File: src/hdl/ssdseq_pkg.sv
// Types, constants and the coil table of the stepper speed and direction sequencer.
package ssdseq_pkg;

  // Field widths.
  localparam int KeyBits     = 8;
  localparam int CoilBits    = 4;
  localparam int SpeedBits   = 4;
  localparam int PhaseBits   = 2;
  localparam int BaseBits    = 16;
  localparam int StepBits    = 12;
  localparam int CfgIdxBits  = 1;
  localparam int CfgDataBits = 16;

  // Default width of the tick counter.
  localparam int CounterBitsDefault = 16;

  typedef logic [KeyBits-1:0]   key_t;
  typedef logic [CoilBits-1:0]  coil_t;
  typedef logic [SpeedBits-1:0] speed_t;
  typedef logic [PhaseBits-1:0] phase_t;
  typedef logic [BaseBits-1:0]  base_t;
  typedef logic [StepBits-1:0]  pstep_t;

  // Item kinds.
  typedef enum logic {
    OP_TICK = 1'b0,
    OP_KEY  = 1'b1
  } op_t;

  // Turning direction, coded as a two's complement value.
  typedef enum logic [1:0] {
    DIR_STOP  = 2'b00,
    DIR_RIGHT = 2'b01,
    DIR_LEFT  = 2'b11
  } dir_t;

  // Configuration register indexes.
  typedef enum logic [CfgIdxBits-1:0] {
    REG_BASE_PERIOD = 1'b0,
    REG_PERIOD_STEP = 1'b1
  } cfg_reg_t;

  // Key codes (ASCII digits).
  localparam key_t KeyFaster = 8'h32;
  localparam key_t KeyLeft   = 8'h34;
  localparam key_t KeyStop   = 8'h35;
  localparam key_t KeyRight  = 8'h36;
  localparam key_t KeySlower = 8'h38;

  // Speed limits and reset values.
  localparam speed_t SpeedMin   = 4'd1;
  localparam speed_t SpeedMax   = 4'd9;
  localparam speed_t SpeedReset = 4'd5;
  localparam base_t  BaseReset  = 16'd640;
  localparam pstep_t StepReset  = 12'd64;

  // Full-step coil pattern for each phase.
  function automatic coil_t coil_pattern(input phase_t phase);
    coil_t pat;
    unique case (phase)
      2'd0:    pat = 4'hC;
      2'd1:    pat = 4'h6;
      2'd2:    pat = 4'h3;
      default: pat = 4'h9;
    endcase
    return pat;
  endfunction

endpackage

File: src/hdl/ssdseq_if.sv
// Channel interfaces of the stepper sequencer: input items, results and configuration.

// Input items: a timer tick or a key press.
interface ssdseq_in_if;
  import ssdseq_pkg::*;
  logic valid;
  logic ready;
  logic op;
  logic [KeyBits-1:0] key_code;
  modport source (output valid, op, key_code, input ready);
  modport sink (input valid, op, key_code, output ready);
endinterface

// Result items: coil drive and motor status.
interface ssdseq_out_if;
  import ssdseq_pkg::*;
  logic valid;
  logic ready;
  logic [CoilBits-1:0] coils;
  logic signed [1:0] direction;
  logic [SpeedBits-1:0] speed;
  logic stepped;
  modport source (output valid, coils, direction, speed, stepped, input ready);
  modport sink (input valid, coils, direction, speed, stepped, output ready);
endinterface

// Configuration register writes.
interface ssdseq_cfg_if;
  import ssdseq_pkg::*;
  logic valid;
  logic ready;
  logic [CfgIdxBits-1:0] index;
  logic [CfgDataBits-1:0] data;
  modport source (output valid, index, data, input ready);
  modport sink (input valid, index, data, output ready);
endinterface

File: src/hdl/ssdseq_period.sv
// Configuration registers and the registered step period of the stepper sequencer.
module ssdseq_period #(
  parameter int COUNTER_BITS = ssdseq_pkg::CounterBitsDefault
) (
  input  logic                       clk,
  input  logic                       rst,
  ssdseq_cfg_if.sink                 cfg,
  input  ssdseq_pkg::speed_t         speed_next,
  output logic [COUNTER_BITS-1:0]    period
);
  import ssdseq_pkg::*;

  base_t  base_period;
  pstep_t period_step;
  base_t  base_next;
  pstep_t step_next;
  speed_t speed_eff;
  base_t  cut;
  base_t  period_raw;
  logic   cfg_fire;
  logic [COUNTER_BITS-1:0] period_next;

  // Writes are taken whenever the block is out of reset.
  assign cfg.ready = ~rst;
  assign cfg_fire  = cfg.valid & cfg.ready;

  // Register values as they stand after this edge.
  always_comb begin
    base_next = base_period;
    step_next = period_step;
    speed_eff = speed_next;
    if (rst) begin
      base_next = BaseReset;
      step_next = StepReset;
      speed_eff = SpeedReset;
    end else if (cfg_fire) begin
      unique case (cfg.index)
        REG_BASE_PERIOD: base_next = cfg.data[BaseBits-1:0];
        REG_PERIOD_STEP: step_next = cfg.data[StepBits-1:0];
        default: ;
      endcase
    end
  end

  // Period is the base less step times speed, floored at zero.
  always_comb begin
    cut        = BaseBits'(step_next) * BaseBits'(speed_eff);
    period_raw = (base_next > cut) ? (base_next - cut) : '0;
  end

  // Cap the period at the counter maximum when the counter is narrow.
  if (COUNTER_BITS >= BaseBits) begin : g_wide
    assign period_next = COUNTER_BITS'(period_raw);
  end else begin : g_narrow
    assign period_next = (period_raw[BaseBits-1:COUNTER_BITS] != '0)
                       ? {COUNTER_BITS{1'b1}} : period_raw[COUNTER_BITS-1:0];
  end

  // Configuration registers and the period, which tracks the next speed.
  always_ff @(posedge clk) begin
    base_period <= base_next;
    period_step <= step_next;
    period      <= period_next;
  end

endmodule

File: src/hdl/stepper_speed_direction_sequencer.sv
// Top level of the key-driven full-step stepper motor sequencer.
//
//   channel  | role   | payload
//   ---------+--------+------------------------------------------
//   in_item  | sink   | op, key_code
//   out_item | source | coils, direction, speed, stepped
//   cfg      | sink   | index, data (base_period, period_step)
//
// The state update and the result are formed by one compare and increment
// between the state and the result register. A new item is accepted in
// every cycle while the result register is empty or its result is being
// taken in the same cycle. Synchronous reset clears the result register
// and restores the motor state and configuration; no transfer is accepted
// during reset.
module stepper_speed_direction_sequencer #(
  parameter int COUNTER_BITS = ssdseq_pkg::CounterBitsDefault
) (
  input  logic        clk,
  input  logic        rst,
  ssdseq_in_if.sink   in_item,
  ssdseq_out_if.source out_item,
  ssdseq_cfg_if.sink  cfg
);
  import ssdseq_pkg::*;

  // Motor state.
  dir_t   turn_dir;
  speed_t speed_level;
  phase_t phase_index;
  coil_t  coil_bits;
  logic [COUNTER_BITS-1:0] tick_count;

  dir_t   turn_dir_next;
  speed_t speed_level_next;
  phase_t phase_index_next;
  coil_t  coil_bits_next;
  logic [COUNTER_BITS-1:0] tick_count_next;
  logic   stepped_next;

  // Result register.
  logic   out_valid;
  coil_t  out_coils;
  dir_t   out_dir;
  speed_t out_speed;
  logic   out_stepped;

  logic [COUNTER_BITS-1:0] period;
  logic in_fire;

  // Period and configuration registers.
  ssdseq_period #(
    .COUNTER_BITS(COUNTER_BITS)
  ) u_period (
    .clk        (clk),
    .rst        (rst),
    .cfg        (cfg),
    .speed_next (speed_level_next),
    .period     (period)
  );

  // Accept while the result register is free or being emptied.
  assign in_item.ready = ~rst & (~out_valid | out_item.ready);
  assign in_fire       = in_item.valid & in_item.ready;

  // Next motor state for the item in transfer.
  always_comb begin
    turn_dir_next    = turn_dir;
    speed_level_next = speed_level;
    phase_index_next = phase_index;
    coil_bits_next   = coil_bits;
    tick_count_next  = tick_count;
    stepped_next     = 1'b0;
    if (in_fire) begin
      if (op_t'(in_item.op) == OP_KEY) begin
        unique case (in_item.key_code)
          KeyStop: turn_dir_next = DIR_STOP;
          KeyLeft: begin
            if (turn_dir != DIR_LEFT) begin
              turn_dir_next   = DIR_LEFT;
              tick_count_next = '0;
            end
          end
          KeyRight: begin
            if (turn_dir != DIR_RIGHT) begin
              turn_dir_next   = DIR_RIGHT;
              tick_count_next = '0;
            end
          end
          KeyFaster: begin
            if (speed_level < SpeedMax) speed_level_next = speed_level + 1'b1;
          end
          KeySlower: begin
            if (speed_level > SpeedMin) speed_level_next = speed_level - 1'b1;
          end
          default: ;
        endcase
      end else if (turn_dir != DIR_STOP) begin
        // A tick while turning either steps or counts on.
        if (tick_count >= period) begin
          coil_bits_next   = coil_pattern(phase_index);
          phase_index_next = (turn_dir == DIR_RIGHT) ? phase_index + 1'b1
                                                     : phase_index - 1'b1;
          tick_count_next  = '0;
          stepped_next     = 1'b1;
        end else begin
          tick_count_next = tick_count + 1'b1;
        end
      end
    end
  end

  // Motor state registers.
  always_ff @(posedge clk) begin
    if (rst) begin
      turn_dir    <= DIR_STOP;
      speed_level <= SpeedReset;
      phase_index <= '0;
      coil_bits   <= '0;
      tick_count  <= '0;
    end else begin
      turn_dir    <= turn_dir_next;
      speed_level <= speed_level_next;
      phase_index <= phase_index_next;
      coil_bits   <= coil_bits_next;
      tick_count  <= tick_count_next;
    end
  end

  // Result register: loaded on an input transfer, freed on an output transfer.
  always_ff @(posedge clk) begin
    if (rst) begin
      out_valid <= 1'b0;
    end else if (in_fire) begin
      out_valid <= 1'b1;
    end else if (out_item.ready) begin
      out_valid <= 1'b0;
    end
  end

  always_ff @(posedge clk) begin
    if (in_fire) begin
      out_coils   <= coil_bits_next;
      out_dir     <= turn_dir_next;
      out_speed   <= speed_level_next;
      out_stepped <= stepped_next;
    end
  end

  assign out_item.valid     = out_valid;
  assign out_item.coils     = out_coils;
  assign out_item.direction = $signed(out_dir);
  assign out_item.speed     = out_speed;
  assign out_item.stepped   = out_stepped;

endmodule

File: src/flat_wrapper.sv
// flat-port wrapper written by rule: the top's interface ports become plain ports
module stepper_speed_direction_sequencer_flat import ssdseq_pkg::*;
#(
  parameter int COUNTER_BITS = ssdseq_pkg::CounterBitsDefault
)
  (clk, rst, in_item_valid, in_item_op, in_item_key_code, in_item_ready, out_item_valid, out_item_coils, out_item_direction, out_item_speed, out_item_stepped, out_item_ready, cfg_valid, cfg_index, cfg_data, cfg_ready);
  ssdseq_in_if in_item_i ();
  ssdseq_out_if out_item_i ();
  ssdseq_cfg_if cfg_i ();
  input  logic clk;
  input  logic rst;
  input wire logic [$bits(in_item_i.valid)-1:0] in_item_valid;
  input wire logic [$bits(in_item_i.op)-1:0] in_item_op;
  input wire logic [$bits(in_item_i.key_code)-1:0] in_item_key_code;
  output wire logic [$bits(in_item_i.ready)-1:0] in_item_ready;
  output wire logic [$bits(out_item_i.valid)-1:0] out_item_valid;
  output wire logic [$bits(out_item_i.coils)-1:0] out_item_coils;
  output wire logic [$bits(out_item_i.direction)-1:0] out_item_direction;
  output wire logic [$bits(out_item_i.speed)-1:0] out_item_speed;
  output wire logic [$bits(out_item_i.stepped)-1:0] out_item_stepped;
  input wire logic [$bits(out_item_i.ready)-1:0] out_item_ready;
  input wire logic [$bits(cfg_i.valid)-1:0] cfg_valid;
  input wire logic [$bits(cfg_i.index)-1:0] cfg_index;
  input wire logic [$bits(cfg_i.data)-1:0] cfg_data;
  output wire logic [$bits(cfg_i.ready)-1:0] cfg_ready;
  assign in_item_i.valid = in_item_valid;
  assign in_item_i.op = in_item_op;
  assign in_item_i.key_code = in_item_key_code;
  assign in_item_ready = in_item_i.ready;
  assign out_item_valid = out_item_i.valid;
  assign out_item_coils = out_item_i.coils;
  assign out_item_direction = out_item_i.direction;
  assign out_item_speed = out_item_i.speed;
  assign out_item_stepped = out_item_i.stepped;
  assign out_item_i.ready = out_item_ready;
  assign cfg_i.valid = cfg_valid;
  assign cfg_i.index = cfg_index;
  assign cfg_i.data = cfg_data;
  assign cfg_ready = cfg_i.ready;
  stepper_speed_direction_sequencer #(.COUNTER_BITS(COUNTER_BITS)) u_core (.clk(clk), .rst(rst), .in_item(in_item_i), .out_item(out_item_i), .cfg(cfg_i));
endmodule
File: config.mk
export PLATFORM = sky130hd
export DESIGN_NAME = stepper_speed_direction_sequencer_flat
export DESIGN_NICKNAME = d
export VERILOG_FILES = /design/src/hdl/ssdseq_pkg.sv /design/src/hdl/ssdseq_if.sv /design/src/hdl/ssdseq_period.sv /design/src/hdl/stepper_speed_direction_sequencer.sv /design/src/flat_wrapper.sv
export SDC_FILE = /design/constraint.sdc
export NUM_CORES = 1
export LEC_CHECK = 0
export ABC_AREA = 1
export BUFFER_PORTS_ARGS = -buffer_cell sky130_fd_sc_hd__buf_2
export CORE_MARGIN = 10
export CORE_UTILIZATION = 31
export CTS_CLUSTER_SIZE = 10
export DETAILED_ROUTE_END_ITERATION = 8
export SYNTH_ARGS = -nofsm -noshare
export SYNTH_HDL_FRONTEND = slang
export SYNTH_SLANG_ARGS = --single-unit
File: constraint.sdc
create_clock -name clk -period 15.69 [get_ports clk]
set_input_delay 0 -clock clk [delete_from_list [all_inputs] [get_ports clk]]
set_output_delay 0 -clock clk [all_outputs]
set_load 0.03 [all_outputs]
==> impl_metrics.yaml <==
sta:
  period_needed_ns: 5.75
  max_freq_mhz: 174
  slew_headroom_pct: 58.0
  worstMarginPinSlew_ns: 0.629
  fin_tns_setup_ns: 0
  period_share_pct: 36.6
  slew_viol_final: 0
  setup_slack_ns: 9.94
  timing.hold.ws_ns: 0.00189
  rsz0062_at_grt: "no"
  skew_ns: 0.00681
  hold_viol: 0
  setup_violations: 0
yosys:
  synthCells: 858
  ys_async_sr_fraction_pct: 0
  ys_warn_count: 0
  syn-num-nets: 970
  ys_seq_elements: 84
  synth.distinct_cells: 44
  synth-edff-count: 11
  synth_area_per_cell_um2: 7.23
  synth_area_um2: 6200
  ys_seq_area_share_pct: 28.9
  synth-main-ff-cell: "dfxtp_1"
global_routing:
  grt_max_degree: 35
  grt_pass1_wl_um: 25600
  grt_pass1_vias: 5262
  track_usage_pct: 11.7
  overflow: 0
  antenna_found_initial: 0
worst_hold_path:
  hp-start: "cfg_data[6]"
  hold_class: "input port to register"
  worstHoldPathCells: 3
  min_to: "u_core.u_period.base_period[6]"
pwr:
  ir_drop_uv: 44.0
  p_comb_share_pct: 26.3
  p_sw_w: 0.000196
  clkPwrFrac_pct: 33.1
  swShare_pct: 33.0
  intPower_w: 0.000397
  p_seq_share_pct: 40.6
  power_leakage_nw: 3.29
  powerDensity_nw_per_um2: 85.0
final_layout:
  drive_gt1_share_pct: 10.0
  final_nets: 1016
  antenna_cells: 0
  fin_area_um2: 6970
  synthToLayoutAreaGrowth_pct: 12.4
floorplan:
  initial_core_util_pct: 31.6
  core_area_um2: 19600
  fp.dieW_um: 161
  num_rows: 51
  dieArea_um2: 26100
  design.portCount: 45
  die_h_um: 161
clock_tree:
  path_clk_slew_ns: 0.07
  cts-htree-levels: 3
  cts_tree: "yes"
  cts_buffer_depth: 2
  clkSinkCount: 84
  clk_latency_ns: 0.35
  cts_root_buf: "clkbuf_16"
  cts_made_buffers: 9
  post_cts_buffers: 0
placed_design:
  place_hpwl_um: 11800
  gp_congestion: 0.886
  placed_cell_area_um2: 6660
  io_buffers: 44
  dp_slack_ns: 10.01
routing:
  drc: 0
  drt-initial-drc-count: 392
  routed_wl_um: 14600
  dr.pass1.iters: 6
  drt-wirelength-per-cell_um: 12.4
  vias_per_cell: 4.62
  drtAntennaViolNets: 0
  vias: 5425
setup_path:
  crit_type: "register to register"
  cp-startpoint: "u_core.speed_level[0]"
  crit_path_start_kind: "register"
  crit_arrival_ns: 6.02
  reg2reg_to: "u_core.u_period.period[9]"
  endpoint_kind: "register"
  crit_required_ns: 15.96
  r2r_start: "u_core.speed_level[0]"
  regToRegSetupSlack_ns: 9.94
  path_max_fanout: 15
  ff2ff_path_depth: 27
outcome:
  status: "finished, final reports clean"
run:
  drv_cap: 0
routing by layer:
metal / GRT usage [%] / vias up / wire length (µm)
li1: - / 2844 / -
met2: 18.3 / 112 / 6370
met5: 0 / - / 0
met4: 3.72 / 0 / 243
met1: 15.6 / 2453 / 7250
met3: 2.72 / 16 / 741
layout make-up:
class / count / area, µm²
clock buffer: 10 / 229
clock inverter: 5 / 30.0
fill: 2100 / 12600
inverter: 150 / 567
multi-input combinational: 610 / 3750
sequential: 84 / 1790
tap: 265 / 332
timing repair buffer: 49 / 270
synthesized netlist by cell type, types with 5 or more instances:
cell	instances	share of area, %
ha_1	60	12
nand4_1	12	1.2
dfxtp_1	73	24
inv_1	143	8.7
o21ai_0	32	2.6
xnor2_1	6	0.85
fa_1	21	6.8
o21ai_1	16	1.3
nor3_1	14	1.1
xor2_1	18	2.5
a21oi_1	49	4.0
clkbuf_1	5	0.30
a21oi_2	5	0.71
nand2_2	8	0.81
inv_2	5	0.30
nand2_1	165	10
nand3_1	57	4.6
edfxtp_1	11	5.3
nor2_1	103	6.2
o21bai_1	7	0.85
worst max-delay path by stage:
stage,end,depth (start not counted)
finish,u_core.u_period.period[9],27
global route,u_core.u_period.period[9],29
CTS,u_core.u_period.period[9],31
detailed placement,u_core.u_period.period[9],32
global placement,u_core.u_period.period[9],29
floorplan,u_core.u_period.period[7],32
kinds of logic (layout without fill, tap and decap cells):
kind of cell | Yosys count | after routing | share of synthesized area (%)
AND/OR/NAND/NOR | 378 | 378 | 26.6
flip-flops | 84 | 84 | 28.9
buffers and inverters | 164 | 214 | 10.7
XOR/XNOR | 24 | 24 | 3.39
AO/OA/AOI/OAI | 127 | 127 | 11.5
adder cells (fa/ha/maj) | 81 | 81 | 18.9
flip-flops by register name, summed over array words and instances (netlist names):
register / flops
u_core.out_item.valid: 1
u_core.u_period.base_period: 16
u_core.tick_count: 16
u_core.phase_index: 2
u_core.speed_level: 4
u_core.out_item.stepped: 1
u_core.out_item.direction: 2
u_core.u_period.period_step: 12
u_core.coil_bits: 4
u_core.u_period.period: 16
u_core.out_item.speed: 4
u_core.turn_dir: 2
u_core.out_item.coils: 4
worst max-delay path, stage by stage (launching register included):
cell	delay, ns
dfxtp_1	0.46
inv_1	0.11
ha_1	0.27
o21ai_2	0.22
nand2_1	0.08
o211ai_1	0.11
o211ai_1	0.12
nand2_1	0.32
nor3_1	0.11
fa_1	0.51
inv_1	0.06
fa_1	0.52
inv_1	0.04
ha_1	0.34
nand2_1	0.10
o21ai_0	0.16
a21oi_1	0.08
o21ai_0	0.30
nand3_1	0.17
nand3b_1	0.12
nand2_1	0.07
ha_1	0.38
nand4_1	0.15
nor3_1	0.22
nand2_1	0.10
nand2_1	0.10
nand2_2	0.20
nor3b_1	0.23
repair_timing:
| action | CTS | global route |
|---|---|---|
| endpoints found under the hold margin | 5 | 0 |
| hold buffers | 5 | 0 |
| gates resized for setup | 0 | 0 |
layout by cell type (no fill, tap or decap), types with 2 or more instances in the layout:
master,n
a21o_1,3
a21oi_1,49
a21oi_2,5
a31oi_1,4
buf_2,44
clkbuf_16,9
clkinv_2,3
dfxtp_1,73
dlygate4sd3_1,5
edfxtp_1,11
fa_1,21
ha_1,60
inv_1,143
inv_2,5
nand2_1,165
nand2_2,8
nand3_1,57
nand3_2,3
nand3b_1,3
nand4_1,12
nor2_1,103
nor2_2,3
nor2_4,2
nor3_1,14
nor3b_1,2
o211ai_1,4
o21ai_0,32
o21ai_1,16
o21ai_2,2
o21bai_1,7
o31ai_1,2
or2_2,2
xnor2_1,6
xor2_1,18
power by group through the flow:
stage          registers [W]  clock network (W)  logic [W]
2_1_floorplan       0.000245                  0   0.000119
3_3_place_gp        0.000245                  0   0.000154
3_5_place_dp        0.000245                  0   0.000154
4_1_cts             0.000240           0.000201   0.000157
5_1_grt             0.000242           0.000212   0.000181
6_report            0.000240           0.000196   0.000156
metrics by stage:
step                      utilization (%)  cells  total power (W)
after floorplan                         -    858         0.000365
after global placement               34.0   1153         0.000398
after detailed placement             34.0   1153         0.000400
after CTS                            35.6   1173         0.000598
after global routing                 35.6   1173         0.000635
final                                35.6   1173         0.000592
Power figures use the tool's default switching activity.
